--- config.mk ---
export PLATFORM = sky130hd
export DESIGN_NAME = nm2d_sq_unit
export DESIGN_NICKNAME = d
export VERILOG_FILES = /design/src/sv/nm2d_sq_unit.sv
export SDC_FILE = /design/constraint.sdc
export NUM_CORES = 2
export LEC_CHECK = 0
export BUFFER_PORTS_ARGS = -buffer_cell sky130_fd_sc_hd__buf_2
export CAP_MARGIN = 10
export CELL_PAD_IN_SITES_DETAIL_PLACEMENT = 1
export CELL_PAD_IN_SITES_GLOBAL_PLACEMENT = 1
export CORE_UTILIZATION = 56
export CTS_CLUSTER_DIAMETER = 200
export CTS_CLUSTER_SIZE = 16
export DETAILED_ROUTE_END_ITERATION = 10
export GPL_ROUTABILITY_DRIVEN = 0
export GPL_TIMING_DRIVEN = 0
export PLACE_DENSITY = 0.95
export SYNTH_ARGS = -nofsm -noshare
export SYNTH_HDL_FRONTEND = slang
export SYNTH_SLANG_ARGS = --single-unit
export TNS_END_PERCENT = 30
--- constraint.sdc ---
create_clock -name clk_i -period 24.2 [get_ports clk_i]
set_input_delay 0 -clock clk_i [delete_from_list [all_inputs] [get_ports clk_i]]
set_output_delay 0 -clock clk_i [all_outputs]
set_load 0.02 [all_outputs]
--- src/sv/nm2d_sq_unit.sv ---
// nm2d_sq_unit: shared squaring unit with a registered product.
// Squares a signed difference; the result is ready in the next cycle.
// No dependencies.
module nm2d_sq_unit #(
  parameter int DW = 33
) (
  input  logic                   clk_i,
  input  logic signed [DW-1:0]   diff_i,
  output logic [2*DW-1:0]        sq_o
);

  logic [DW-1:0]   mag;
  logic [2*DW-1:0] sq_q;

  assign mag = diff_i[DW-1] ? DW'(-diff_i) : DW'(diff_i);

  always_ff @(posedge clk_i) begin
    sq_q <= (2*DW)'(mag) * (2*DW)'(mag);
  end

  assign sq_o = sq_q;

endmodule

==> results of run 1 <==
-- cells by family after synthesis --
group	after synthesis	synth area share, %
buf+inv	1234	14.5
fa+ha+maj	1125	64.0
simple gates	702	9.09
compound gates	257	5.21
xor+xnor	105	3.02
flops	65	4.05
other cells	2	0.0234
mux	2	0.0663
-- stage by stage --
| stage | setup WS [ns] | hold WS [ns] | std cells | instance area [um2] |
|---|---|---|---|---|
| CTS | 10.18 | 0.449 | 4393 | 34000 |
| global placement | 11.13 | 0.293 | 4370 | 33600 |
| floorplan | 14.74 | 0.0277 | 3516 | 32200 |
| detailed placement | 10.68 | 0.290 | 4375 | 33700 |
-- routing by layer --
layer	GRT overflow	global-route usage [%]
met1	10	72.7
met2	164	88.9
met3	13	67.4
met4	131	76.9
met5	0	45.4
-- timing repair --
item / CTS
endpoints found under the hold margin: 2
endpoints found under the setup margin: 0
buffers inserted: 0
hold buffers: 2
==> flow_metrics.py, run 1 <==
metrics = {
    "run_status": {
        "outcome": "stopped before the end",
        "stop_stage": "global routing",
        "firstError": "[ERROR GRT-0116] Global routing finished with congestion. Check the congestion regions in the DRC Viewer.",
    },
    "clocking": {
        "numCtsBuffers": 9,
        "clkSinkCount": 65,
        "cts_htree_levels": 3,
        "cts.path.max_buffers": 2,
        "post_cts_resized": 0,
        "cts.root.buffer_cell": "clkbuf_16",
    },
    "placed_design": {
        "detailedPlacementHpwl_um": 123000,
        "port_buf_inserts": 98,
    },
    "floorplan": {
        "std_cell_rows": 87,
        "die_h_um": 241,
        "top_level_ports": 100,
        "dieWidth_um": 241,
        "start_util_pct": 56.8,
    },
    "synth": {
        "synth.cells.most_frequent": "inv_1 (1113), fa_1 (862), nand2_1 (335), nor2_1 (270), ha_1 (263)",
        "synthCells": 3492,
        "sequential_fraction_of_the_synthesis_area_pct": 4.05,
        "synth_top_area_cell": "fa_1",
        "register_bit_total_from_synthesis": 65,
        "synthesis.area_um2": 32100,
        "postSynth.topFlopCell": "dfxtp_1",
        "synth_most_common_cell": "inv_1",
        "synth.yosys.warnings": 0,
        "synth_largest_type_area_fraction_pct": 53.8,
        "asyncSetResetFlopFracSynth_pct": 0,
        "synth.distinct_cells": 71,
        "synth.top_cells.by_area": "fa_1 (54%), inv_1 (13%), ha_1 (10%), dfxtp_1 (4.1%), nand2_1 (3.9%)",
        "synth-edff-count": 0,
        "syn_area_per_cell_um2": 9.19,
    },
    "grt": {
        "grt_pass1_wl_um": 313000,
        "grt_overflow": 318,
        "grt_max_degree": 14,
        "grt_pass1_vias": 40800,
        "grt_util_all_layers_pct": 76.0,
    },
}
==> run 2: changes to the inputs <==
- CELL_PAD_IN_SITES_DETAIL_PLACEMENT: 1 -> default
- CELL_PAD_IN_SITES_GLOBAL_PLACEMENT: 1 -> default
- CORE_UTILIZATION: 56 -> 40
- CTS_CLUSTER_DIAMETER: 200 -> default
- CTS_CLUSTER_SIZE: 16 -> default
- PLACE_DENSITY: 0.95 -> default
- PLACE_DENSITY_LB_ADDON: default -> 0.15
==> run 2 against run 1 <==
  * The flow now finishes without violations
  * Area after synthesis is the same
  * Synthesized cell count unchanged
==> flow_metrics.py, run 2 <==
metrics = {
    "floorplan": {
        "start_util_pct": 40.5,
        "std_cell_rows": 103,
        "top_level_ports": 100,
        "die_h_um": 285,
        "die-area_um2": 81400,
        "dieWidth_um": 285,
        "placeableCoreArea_um2": 79300,
    },
    "cells_and_area": {
        "largest_reg_flops": 65,
        "layout.cells.most_common": "inv_1",
        "layout_common_cells": "inv_1 (1113), fa_1 (862), nand2_1 (335)",
        "final_layout_size_suffix_gt1_share_pct": 4.57,
        "final_nets": 4791,
        "flow.area_growth_from_synthesis_pct": 7.29,
    },
    "synth": {
        "synth_top_area_cell": "fa_1",
        "asyncSetResetFlopFracSynth_pct": 0,
        "synthesis.area_um2": 32100,
        "synthCells": 3492,
        "synth.cells.most_frequent": "inv_1 (1113), fa_1 (862), nand2_1 (335), nor2_1 (270), ha_1 (263)",
        "synth.top_cells.by_area": "fa_1 (54%), inv_1 (13%), ha_1 (10%), dfxtp_1 (4.1%), nand2_1 (3.9%)",
        "postSynth.topFlopCell": "dfxtp_1",
        "sequential_fraction_of_the_synthesis_area_pct": 4.05,
        "synth_largest_type_area_fraction_pct": 53.8,
        "synth.yosys.warnings": 0,
        "synth-edff-count": 0,
        "register_bit_total_from_synthesis": 65,
        "synth.distinct_cells": 71,
        "synth_most_common_cell": "inv_1",
        "syn_area_per_cell_um2": 9.19,
    },
    "critical_path": {
        "timing_worst_setup_path_type": "in2reg",
        "worstSetupStartpoint": "diff_i[0]",
        "cp_slowest_cell": "xor2_1",
        "worst_setup_path_start_kind": "input pin",
        "crit_arrival_ns": 13.98,
        "critPathMaxFanout": 11,
        "critical_path.max_stage_delay_ns": 0.98,
        "worst_setup_path_end_kind": "flop",
        "timing.critical_path.required_ns": 24.47,
        "timing.critical_path.mode_cell": "fa_1",
    },
    "clocking": {
        "post_cts_resized": 0,
        "clkSlewWorstSetupHoldPaths_ns": 0.06,
        "cts_hold_buffers": 1,
        "numCtsBuffers": 9,
        "cts_htree_levels": 3,
        "cts.path.max_buffers": 2,
        "postCtsSetupBuffers": 0,
        "cts.root.buffer_cell": "clkbuf_16",
        "clkSinkCount": 65,
        "tritoncts": "yes",
    },
    "timing": {
        "finalSetupViolCount": 0,
        "finalCritPeriodShare_pct": 56.6,
        "worst_slew_pin_slew_ns": 1.42,
        "finalHoldViolCount": 0,
        "timing.slew.headroom_pct": 4.52,
        "count_of_pins_over_their_slew_limit": 0,
        "totalNegativeSetupSlack_ns": 0,
        "postLayoutSetupSlackWorst_ns": 10.49,
        "setup_repair_after_global_routing_missed_its_margin": "false",
        "fmaxAchievable_mhz": 72.9,
        "finalCriticalPeriod_ns": 13.71,
    },
    "grt": {
        "grt_overflow": 0,
        "grt_util_all_layers_pct": 26.6,
        "grt_pass1_vias": 25300,
        "grt_pass1_wl_um": 158000,
        "grt_max_degree": 13,
        "antenna_found_initial": 1,
    },
    "route": {
        "route.layer.met1.wl_um": 41600,
        "met2RoutedLength_um": 49200,
        "wl_per_cell_um": 22.2,
        "finalWirelength_um": 104000,
        "route.detailed.drc": 0,
        "route.top_layer_used": "met4",
        "vias": 23400,
        "antenna_left": 0,
        "detail_route.iter0.violations": 1581,
        "met3RoutedLength_um": 8410,
        "firstDrtPassIters": 6,
        "avgViaCountPerCell": 4.98,
    },
    "placed_design": {
        "detailedPlacementHpwl_um": 89100,
        "preCtsSetupSlack_ns": 11.16,
        "port_buf_inserts": 98,
    },
    "job": {
        "maxCapViolCount": 0,
    },
    "worst_hold_path": {
        "hold_start": "diff_i[1]",
        "worst_hold_class": "in2reg",
        "hold_path_depth": 2,
    },
    "run_status": {
        "outcome": "finished clean",
    },
}
[run 2: cell counts after synthesis]
Identical to the previous run, type by type.
[run 2: cell families after synthesis]
| logic type | share of synthesized area [%] |
|---|---|
| compound gates | 5.21 |
| xor+xnor | 3.02 |
| fa+ha+maj | 64.0 |
| buf+inv | 14.5 |
| flops | 4.05 |
| mux | 0.0663 |
| other cells | 0.0234 |
| simple gates | 9.09 |
[run 2: worst paths after layout]
check | endpoint | slack [ns]
worst min-delay path | sq_o[2]$_DFF_P_ | 0.06
worst max-delay path | sq_o[64]$_DFF_P_ | 10.49
[run 2: layer usage]
metal  global-route usage (%)  up-vias
li1                         -    10300
met4                     9.95        0
met2                     43.2      883
met1                     34.8    12000
met3                     5.54      194
met5                        0        -
[run 2: area by class of cell]
class	count	area, um2
clock buffer	9	225
sequential	65	1300
timing repair buffer	105	572
fill	8061	44800
antenna	2	5.00
inverter	1127	4230
tap	1050	1310
clock inverter	6	90.1
multi-input combinational	2217	26300
buffer	107	437
[run 2: per-stage QoR]
stage	hold slack (ns)	instances	util, %	instance area, um2
final	0.0554	4688	43.5	34400
after global routing	0.0538	4686	43.4	34400
after CTS	0.0524	4685	43.4	34400
after detailed placement	0.281	4669	43.0	34100
after global placement	0.286	4664	42.9	34000
after floorplan	0.0277	3516	-	32200
[run 2: worst max-delay path, delay by kind of cell]
kind,cells,cell delay (ns)
simple gates,8,2.92
xor+xnor,2,1.20
compound gates,5,1.24
buf+inv,10,3.89
fa+ha+maj,10,4.69
Power of run 2 is left out: the tool's default activity adds up to more than one toggle a clock period on the data nets, which glitch-free logic cannot reach.
